## src/sv/mbse_pkg.sv

```systemverilog
// Types, constants and word functions shared by the multiboot stream encryptor.
package mbse_pkg;

  localparam int SIZE_W = 19;

  localparam logic MODE_START = 1'b0;
  localparam logic MODE_DATA  = 1'b1;

  localparam logic CFG_SESSION_KEY = 1'b0;
  localparam logic CFG_IMAGE_SIZE  = 1'b1;

  localparam logic [15:0] CRC_POLY = 16'ha1c1;
  localparam logic [15:0] CRC_INIT = 16'h15a0;

  localparam logic [31:0] KEY_MULT    = 32'h6177614B;
  localparam logic [31:0] KEY_MULT2   = 32'(64'(KEY_MULT) * 64'(KEY_MULT));
  localparam logic [31:0] KEY_ADD2    = KEY_MULT + 32'd1;
  localparam logic [31:0] SEAL_XOR    = 32'h20796220;
  localparam logic [31:0] SESSION_XOR = 32'h7365646F;
  localparam logic [31:0] OWN_XOR_ALT = 32'h6F646573;
  localparam logic [31:0] OWN_BASE    = 32'h00380000;
  localparam logic [31:0] OWN_MARK    = 32'h80808080;
  localparam logic [31:0] OFFSET_BASE = 32'h02000000;

  localparam logic [SIZE_W-1:0] SIZE_RESET      = 19'd512;
  localparam logic [SIZE_W:0]   MIN_IMAGE_BYTES = 20'd512;

  typedef enum logic [1:0] {
    KIND_OWN_KEY = 2'd0,
    KIND_HEADER  = 2'd1,
    KIND_BODY    = 2'd2,
    KIND_CRC     = 2'd3
  } kind_t;

  typedef struct packed {
    logic [31:0] word;
    kind_t       kind;
    logic        last;
  } res_t;

  typedef struct packed {
    logic [31:0]       key;
    logic [15:0]       crc;
    logic [SIZE_W-1:0] offset;
    logic              active;
  } xfer_state_t;

  function automatic logic [31:0] swap32(input logic [31:0] v);
    return {v[7:0], v[15:8], v[23:16], v[31:24]};
  endfunction

  function automatic logic [31:0] own_key_word(input logic [SIZE_W-1:0] size);
    logic [15:0] s;
    logic [31:0] base;
    logic [7:0]  mix_hi;
    logic [31:0] mix;
    s      = 16'((size - 19'h200) >> 3);
    base   = OWN_BASE | ({16'd0, s & 16'h3F80} << 1) | ({16'd0, s & 16'h4000} << 2)
           | {16'd0, s & 16'h007F};
    mix_hi = base[15:8] + base[23:16] + base[7:0];
    mix    = {mix_hi, 24'd0} | base | OWN_MARK;
    return mix[9] ? (mix ^ OWN_XOR_ALT) : (mix ^ KEY_MULT);
  endfunction

  // LSB-first CRC over one byte
  function automatic logic [15:0] crc_byte(input logic [15:0] crc_in, input logic [7:0] b_in);
    logic [15:0] c;
    logic [7:0]  b;
    c = crc_in;
    b = b_in;
    for (int i = 0; i < 8; i++) begin
      c = (c[0] ^ b[0]) ? ((c >> 1) ^ CRC_POLY) : (c >> 1);
      b = b >> 1;
    end
    return c;
  endfunction

  function automatic logic [15:0] crc_word(input logic [15:0] crc_in, input logic [31:0] w);
    logic [15:0] c;
    c = crc_byte(crc_in, w[7:0]);
    c = crc_byte(c, w[15:8]);
    c = crc_byte(c, w[23:16]);
    c = crc_byte(c, w[31:24]);
    return c;
  endfunction

  function automatic logic [31:0] encrypt(input logic [31:0] w, input logic [31:0] key,
                                          input logic [SIZE_W-1:0] offset);
    return w ^ key ^ (32'd0 - ({13'd0, offset} + OFFSET_BASE)) ^ SEAL_XOR;
  endfunction

endpackage

```

## src/sv/mbse_calc.sv

```systemverilog
// Per-item datapath: key schedule, CRC update, encryption and next transfer state.
module mbse_calc import mbse_pkg::*; #(
  parameter int HEADER_BYTES = 192
) (
  input  logic              mode,
  input  logic [31:0]       image_word,
  input  logic [31:0]       session_key_raw,
  input  logic [SIZE_W-1:0] size,
  input  xfer_state_t       cur,
  output xfer_state_t       nxt,
  output logic [1:0]        res_count,
  output res_t              res0,
  output res_t              res1
);

  localparam logic [SIZE_W-1:0] HDR_LIMIT = SIZE_W'(HEADER_BYTES);

  logic [31:0]     key1;
  logic [31:0]     key2;
  logic [15:0]     crc_new;
  logic [SIZE_W:0] off_next;
  logic            is_hdr;
  logic            is_end;
  logic [15:0]     seal_crc;
  logic [31:0]     seal_key;

  // two key advances folded into one constant multiply
  assign key1     = cur.key * KEY_MULT + 32'd1;
  assign key2     = cur.key * KEY_MULT2 + KEY_ADD2;
  assign crc_new  = crc_word(cur.crc, image_word);
  assign off_next = {1'b0, cur.offset} + (SIZE_W+1)'(4);
  assign is_hdr   = cur.offset < HDR_LIMIT;
  assign is_end   = off_next >= {1'b0, size};
  assign seal_crc = is_hdr ? cur.crc : crc_new;
  assign seal_key = is_hdr ? key1 : key2;

  always_comb begin
    nxt       = cur;
    res_count = 2'd0;
    res0      = '{word: image_word, kind: KIND_HEADER, last: 1'b1};
    res1      = '{word: encrypt({size[15:0], seal_crc}, seal_key, size),
                  kind: KIND_CRC, last: 1'b1};
    if (mode == MODE_START) begin
      nxt.key    = swap32(session_key_raw ^ SESSION_XOR);
      nxt.crc    = CRC_INIT;
      nxt.offset = '0;
      nxt.active = 1'b1;
      res_count  = 2'd1;
      res0       = '{word: own_key_word(size), kind: KIND_OWN_KEY, last: 1'b1};
    end else if (cur.active) begin
      res_count = is_end ? 2'd2 : 2'd1;
      res0.last = !is_end;
      if (!is_hdr) begin
        res0.word = encrypt(image_word, key1, cur.offset);
        res0.kind = KIND_BODY;
        nxt.crc   = crc_new;
        nxt.key   = key1;
      end
      if (is_end) begin
        nxt.key    = seal_key;
        nxt.active = 1'b0;
        nxt.offset = size;
      end else begin
        nxt.offset = off_next[SIZE_W-1:0];
      end
    end
  end

endmodule

```

## src/sv/multiboot_stream_encryptor.sv

```systemverilog
// Multiboot upload stream encryptor top level: handshakes, registers and result buffer.
//
// Accepts one item per clock while the result buffer has room. Each item is
// held in an input register, worked in one pass (two constant multiplies for
// the key, a 32-bit CRC-16 update, the encryption XOR) and written into a
// two-entry result buffer, from which results are offered on the output. An
// item that ends the image yields two results, filling both entries; all others
// yield at most one, and with out_ready held high the block runs at one item per
// cycle, pausing while an image end's CRC word waits. Data items while no upload
// is in progress are consumed with no result. Configuration writes are always taken.
module multiboot_stream_encryptor import mbse_pkg::*; #(
  parameter int MAX_IMAGE_BYTES = 262144,
  parameter int HEADER_BYTES    = 192
) (
  input  logic        clk,
  input  logic        rst,
  input  logic        in_valid,
  output logic        in_ready,
  input  logic        mode,
  input  logic [31:0] image_word,
  output logic        out_valid,
  input  logic        out_ready,
  output logic [31:0] send_word,
  output logic [1:0]  word_kind,
  output logic        last_of_run,
  input  logic        cfg_valid,
  output logic        cfg_ready,
  input  logic        cfg_index,
  input  logic [31:0] cfg_data
);

  localparam logic [SIZE_W:0] MAX_SIZE = (SIZE_W+1)'(MAX_IMAGE_BYTES);

  logic [31:0]       session_key_raw;
  logic [SIZE_W-1:0] image_size;
  logic [SIZE_W:0]   size_round;
  logic [SIZE_W:0]   size_clamp;
  logic [SIZE_W-1:0] size;

  logic        s1_valid;
  logic        s1_mode;
  logic [31:0] s1_word;
  logic        can_load;
  logic        s1_fire;

  xfer_state_t st;
  xfer_state_t st_next;
  logic [1:0]  res_count;
  res_t        res0;
  res_t        res1;

  logic a_valid;
  logic b_valid;
  res_t a_res;
  res_t b_res;
  logic a_valid_next;
  logic b_valid_next;
  res_t a_res_next;
  logic out_fire;

  assign cfg_ready = 1'b1;

  always_ff @(posedge clk) begin
    if (rst) begin
      session_key_raw <= '0;
      image_size      <= SIZE_RESET;
    end else if (cfg_valid) begin
      case (cfg_index)
        CFG_SESSION_KEY: session_key_raw <= cfg_data;
        CFG_IMAGE_SIZE:  image_size      <= cfg_data[SIZE_W-1:0];
        default:         image_size      <= image_size;
      endcase
    end
  end

  assign size_round = ({1'b0, image_size} + (SIZE_W+1)'(7)) & ~(SIZE_W+1)'(7);
  assign size_clamp = (size_round < MIN_IMAGE_BYTES) ? MIN_IMAGE_BYTES :
                      (size_round > MAX_SIZE) ? MAX_SIZE : size_round;
  assign size       = size_clamp[SIZE_W-1:0];

  // processing needs room for two results
  assign can_load = !a_valid || (out_ready && !b_valid);
  assign s1_fire  = s1_valid && can_load;
  assign in_ready = !s1_valid || can_load;
  assign out_fire = out_valid && out_ready;

  always_ff @(posedge clk) begin
    if (rst) begin
      s1_valid <= 1'b0;
    end else if (in_ready) begin
      s1_valid <= in_valid;
    end
  end

  always_ff @(posedge clk) begin
    if (in_valid && in_ready) begin
      s1_mode <= mode;
      s1_word <= image_word;
    end
  end

  mbse_calc #(
    .HEADER_BYTES(HEADER_BYTES)
  ) u_calc (
    .mode           (s1_mode),
    .image_word     (s1_word),
    .session_key_raw(session_key_raw),
    .size           (size),
    .cur            (st),
    .nxt            (st_next),
    .res_count      (res_count),
    .res0           (res0),
    .res1           (res1)
  );

  always_ff @(posedge clk) begin
    if (rst) begin
      st <= '{key: '0, crc: CRC_INIT, offset: '0, active: 1'b0};
    end else if (s1_fire) begin
      st <= st_next;
    end
  end

  always_comb begin
    a_valid_next = a_valid;
    b_valid_next = b_valid;
    a_res_next   = a_res;
    if (out_fire) begin
      if (b_valid) begin
        a_res_next   = b_res;
        b_valid_next = 1'b0;
      end else begin
        a_valid_next = 1'b0;
      end
    end
    if (s1_fire && res_count != 2'd0) begin
      a_valid_next = 1'b1;
      a_res_next   = res0;
      b_valid_next = res_count == 2'd2;
    end
  end

  always_ff @(posedge clk) begin
    if (rst) begin
      a_valid <= 1'b0;
      b_valid <= 1'b0;
    end else begin
      a_valid <= a_valid_next;
      b_valid <= b_valid_next;
    end
  end

  always_ff @(posedge clk) begin
    a_res <= a_res_next;
    if (s1_fire && res_count == 2'd2) begin
      b_res <= res1;
    end
  end

  assign out_valid   = a_valid;
  assign send_word   = a_res.word;
  assign word_kind   = a_res.kind;
  assign last_of_run = a_res.last;

`ifndef SYNTHESIS
  a_second_needs_first: assert property (@(posedge clk) disable iff (rst)
    b_valid |-> a_valid)
    else $error("second result slot filled while first is empty");

  a_pair_complete: assert property (@(posedge clk) disable iff (rst)
    (a_valid && !a_res.last) |-> b_valid)
    else $error("non-final result without its CRC word queued");

  a_second_is_crc: assert property (@(posedge clk) disable iff (rst)
    b_valid |-> b_res.kind == KIND_CRC)
    else $error("second result slot holds something other than the CRC word");

  a_start_activates: assert property (@(posedge clk) disable iff (rst)
    (s1_fire && s1_mode == MODE_START) |=> st.active)
    else $error("start item did not open a transfer");

  a_crc_closes: assert property (@(posedge clk) disable iff (rst)
    (s1_fire && res_count == 2'd2) |=> !st.active)
    else $error("transfer still active after CRC word");
`endif

endmodule
```

## config.mk

```make
export PLATFORM = sky130hd
export DESIGN_NAME = multiboot_stream_encryptor
export DESIGN_NICKNAME = d
export VERILOG_FILES = /design/src/sv/mbse_pkg.sv /design/src/sv/mbse_calc.sv /design/src/sv/multiboot_stream_encryptor.sv
export SDC_FILE = /design/constraint.sdc
export NUM_CORES = 2
export LEC_CHECK = 0
export BUFFER_PORTS_ARGS = -buffer_cell sky130_fd_sc_hd__buf_2
export CAP_MARGIN = 20
export CORE_UTILIZATION = 40
export CTS_CLUSTER_SIZE = 14
export DETAILED_ROUTE_END_ITERATION = 12
export PLACE_DENSITY_LB_ADDON = 0.15
export SETUP_SLACK_MARGIN = 0.2
export SLEW_MARGIN = 10
export SYNTH_ARGS = -nofsm -noshare
export SYNTH_HDL_FRONTEND = slang
export SYNTH_SLANG_ARGS = --single-unit
```

## constraint.sdc

```tcl
create_clock -name clk -period 21.1 [get_ports clk]
set_input_delay 2.11 -clock clk [delete_from_list [all_inputs] [get_ports clk]]
set_output_delay 2.11 -clock clk [all_outputs]
set_load 0.01 [all_outputs]
```

==> impl_metrics.env <==
export IMPL_grt_usage_pct=28.1
export IMPL_fillerInstances=7661
export IMPL_holdCritPathClass="reg2reg"
export IMPL_crit_top_cell="fa_1"
export IMPL_ys_seq_area_share_pct=17.4
export IMPL_slew_viol_final=0
export IMPL_firstDrtPassIters=5
export IMPL_io_pins=109
export IMPL_grt_max_degree=71
export IMPL_p_comb_share_pct=83.3
export IMPL_hold_depth=2
export IMPL_power_frac_clock_pct=8.0
export IMPL_met3_length_um=9150
export IMPL_cpPeakStageDelay_ns=0.90
export IMPL_crit_arrival_ns=8.78
export IMPL_status="finished clean"
export IMPL_hold_end="session_key_raw[7]"
export IMPL_grt_pass1_wl_um=159000
export IMPL_synth_cell_type_count=72
export IMPL_core_sq_mm=0.0763
export IMPL_htreeDepth=1
export IMPL_top_layer_used="met5"
export IMPL_fin_util_pct=44.1
export IMPL_yosys_area_top_type="fa_1"
export IMPL_slew_headroom_pct=24.8
export IMPL_met2WireLength_um=46800
export IMPL_fmax_mhz=118
export IMPL_total_power_uw=5980
export IMPL_synthTopCellsByArea="fa_1, ha_1, edfxtp_1, inv_1, xnor2_1"
export IMPL_syn_num_nets=4174
export IMPL_worstPathMaxFanout=13
export IMPL_timing_hold_ws_ns=0.452
export IMPL_finalHoldViolations=0
export IMPL_sw_frac_of_total_pct=55.5
export IMPL_r2r_slack_ns=12.63
export IMPL_gp_congestion=0.996
export IMPL_async_flop_share_pct=0
export IMPL_grt_ovfl_total=0
export IMPL_cts_sinks=220
export IMPL_power_leakage_uw=0.0160
export IMPL_fin_tns_setup_ns=0
export IMPL_antenna_found_initial=5
export IMPL_area_delta_synth_final_pct=8.41
export IMPL_hp_start="session_key_raw[7]"
export IMPL_synth_seq_cells=220
export IMPL_maxCapViolations=0
export IMPL_post_cts_buffers=0
export IMPL_ys_dominant_reg_cell="dfxtp_1"
export IMPL_end_kind="flop"
export IMPL_synth_top_area_share_pct=26.8
export IMPL_r2r_start="st[48]"
export IMPL_post_dp_hpwl_um=90800
export IMPL_fp_dieH_um=280
export IMPL_clockBufferDepth=3
export IMPL_core_rowCount=101
export IMPL_ant_nets=0
export IMPL_final_cell_mix="inv_1, fa_1, ha_1"
export IMPL_netlist_area_sq_mm=0.0310
export IMPL_pwr_share_seq_pct=8.7
export IMPL_cts_buffers=26
export IMPL_wl_met1_um=49100
export IMPL_syn_avg_cell_area_sq_um=9.30
export IMPL_clk_pin_slew_ns=0.07
export IMPL_finalSetupViolCount=0
export IMPL_critPathKind="reg2reg"
export IMPL_synth_edf_count=100
export IMPL_grt_pass1_vias=23284
export IMPL_ctsResizeCount=0
export IMPL_vdd_drop_max_mv=0.601
export IMPL_min_period_ns=8.47
export IMPL_rsz0062_at_grt="false"
export IMPL_p_int_uw=2660
export IMPL_fin_crit_sh_pct=40.1
export IMPL_power_density_mw_per_mm2=178
export IMPL_fp_dieW_um=280
export IMPL_cts_root_buf="clkbuf_16"
export IMPL_clk_latency_ns=0.58
export IMPL_wl_um=108000
export IMPL_power_switching_uw=3320
export IMPL_nets=4243
export IMPL_drc=0
export IMPL_synth_cells=3337
export IMPL_io_buffers=107
export IMPL_cp_start_kind="flop"
export IMPL_via_per_inst=5.18
export IMPL_die_area_sq_mm=0.0787
export IMPL_wl_per_cell_um=24.2
export IMPL_worst_ep_required_time_ns=21.41
export IMPL_r2r_end="b_res[33]"
export IMPL_tightest_slew_ns=1.12
export IMPL_via_count=23093
export IMPL_slowest_stage="dfxtp_1"
export IMPL_cts_hold_fix_buffers=0
export IMPL_reg2reg_depth=25
export IMPL_yosysWarnings=0
export IMPL_drive_above_1_share_pct=6.65
export IMPL_cts_tree="built"
export IMPL_final_setup_skew_ns=0.0315
export IMPL_start_util_pct=40.6
export IMPL_drt_iter0_drc=2134
export IMPL_final_common_cell="inv_1"
-- through the flow --
step	setup slack, ns	instance area (sq um)	instances
4_1_cts	12.75	33600	4455
2_1_floorplan	13.96	31000	3337
3_3_place_gp	12.80	32700	4407
3_5_place_dp	12.77	32700	4407
6_report	12.63	33600	4457
5_1_grt	12.38	33600	4456
-- worst max path at each step --
stage | start | endpoint | cells past startpoint
3_3_place_gp | st[48] | b_res[33] | 25
3_5_place_dp | st[48] | b_res[33] | 25
4_1_cts | st[48] | b_res[33] | 25
6_report | st[48] | b_res[33] | 25
5_1_grt | st[37] | st[61] | 27
2_1_floorplan | st[50] | b_res[33] | 24
-- cell usage after synthesis (22+ instances only) --
cell type,n
ha_1,351
nand2_1,248
fa_1,415
nand3_1,39
a21o_1,36
xor2_1,107
inv_1,740
xnor2_1,310
edfxtp_1,100
a21oi_1,171
a211oi_1,27
nor3_1,22
nor2_1,165
dfxtp_1,120
clkbuf_1,87
o21ai_0,103
-- sequential cells by signal, indices dropped and copies added, names as in the netlist --
register and count:
s1_word 32, word_kind 2, session_key_raw 32, last_of_run 1, b_res 32, image_size 19
out_valid 1, s1_mode 1, send_word 32, b_valid 1, s1_valid 1, st 66
-- worst max-delay path: cells and delay by family, from the launching register on --
kind,cells,cell delay (ns)
adder cells (fa/ha/maj),9,4.53
AO/OA/AOI/OAI,5,1.34
flip-flops,1,0.90
AND/OR/NAND/NOR,4,0.51
XOR/XNOR,2,0.41
buffers and inverters,4,0.36
multiplexers,1,0.14
-- power by group through the flow --
stage / Sequential [uW] / Clock [uW] / Combinational (uW)
floorplan: 514 / 0 / 3430
global placement: 528 / 0 / 4930
detailed placement: 529 / 0 / 4870
CTS: 519 / 483 / 4930
global route: 522 / 499 / 5330
finish: 520 / 477 / 4980
-- per-layer routing --
| metal | vias to the layer above | global-route usage, % |
|---|---|---|
| li1 | 10649 | - |
| met1 | 11487 | 41.5 |
| met2 | 853 | 42.2 |
| met3 | 102 | 5.21 |
| met4 | 2 | 6.24 |
| met5 | - | 0 |
-- cell families after synthesis --
logic type | Yosys count | share of synthesized area, %
adder cells (fa/ha/maj) | 766 | 40.9
multiplexers | 26 | 0.859
other | 1 | 0.0121
AO/OA/AOI/OAI | 460 | 9.08
buffers and inverters | 837 | 10.2
XOR/XNOR | 442 | 13.2
AND/OR/NAND/NOR | 585 | 8.32
flip-flops | 220 | 17.4
-- layout make-up --
cell class	count	area [sq um]	area share, %
Timing Repair Buffer	137	783	2.33
Inverter	741	2780	8.27
Sequential cell	220	5410	16.1
Antenna cell	1	2.50	0.00744
Clock buffer	34	743	2.21
Clock inverter	14	134	0.398
Multi-Input combinational cell	2280	22500	66.9
Tap cell	1030	1290	3.83
(Power assumes the default switching activity.)
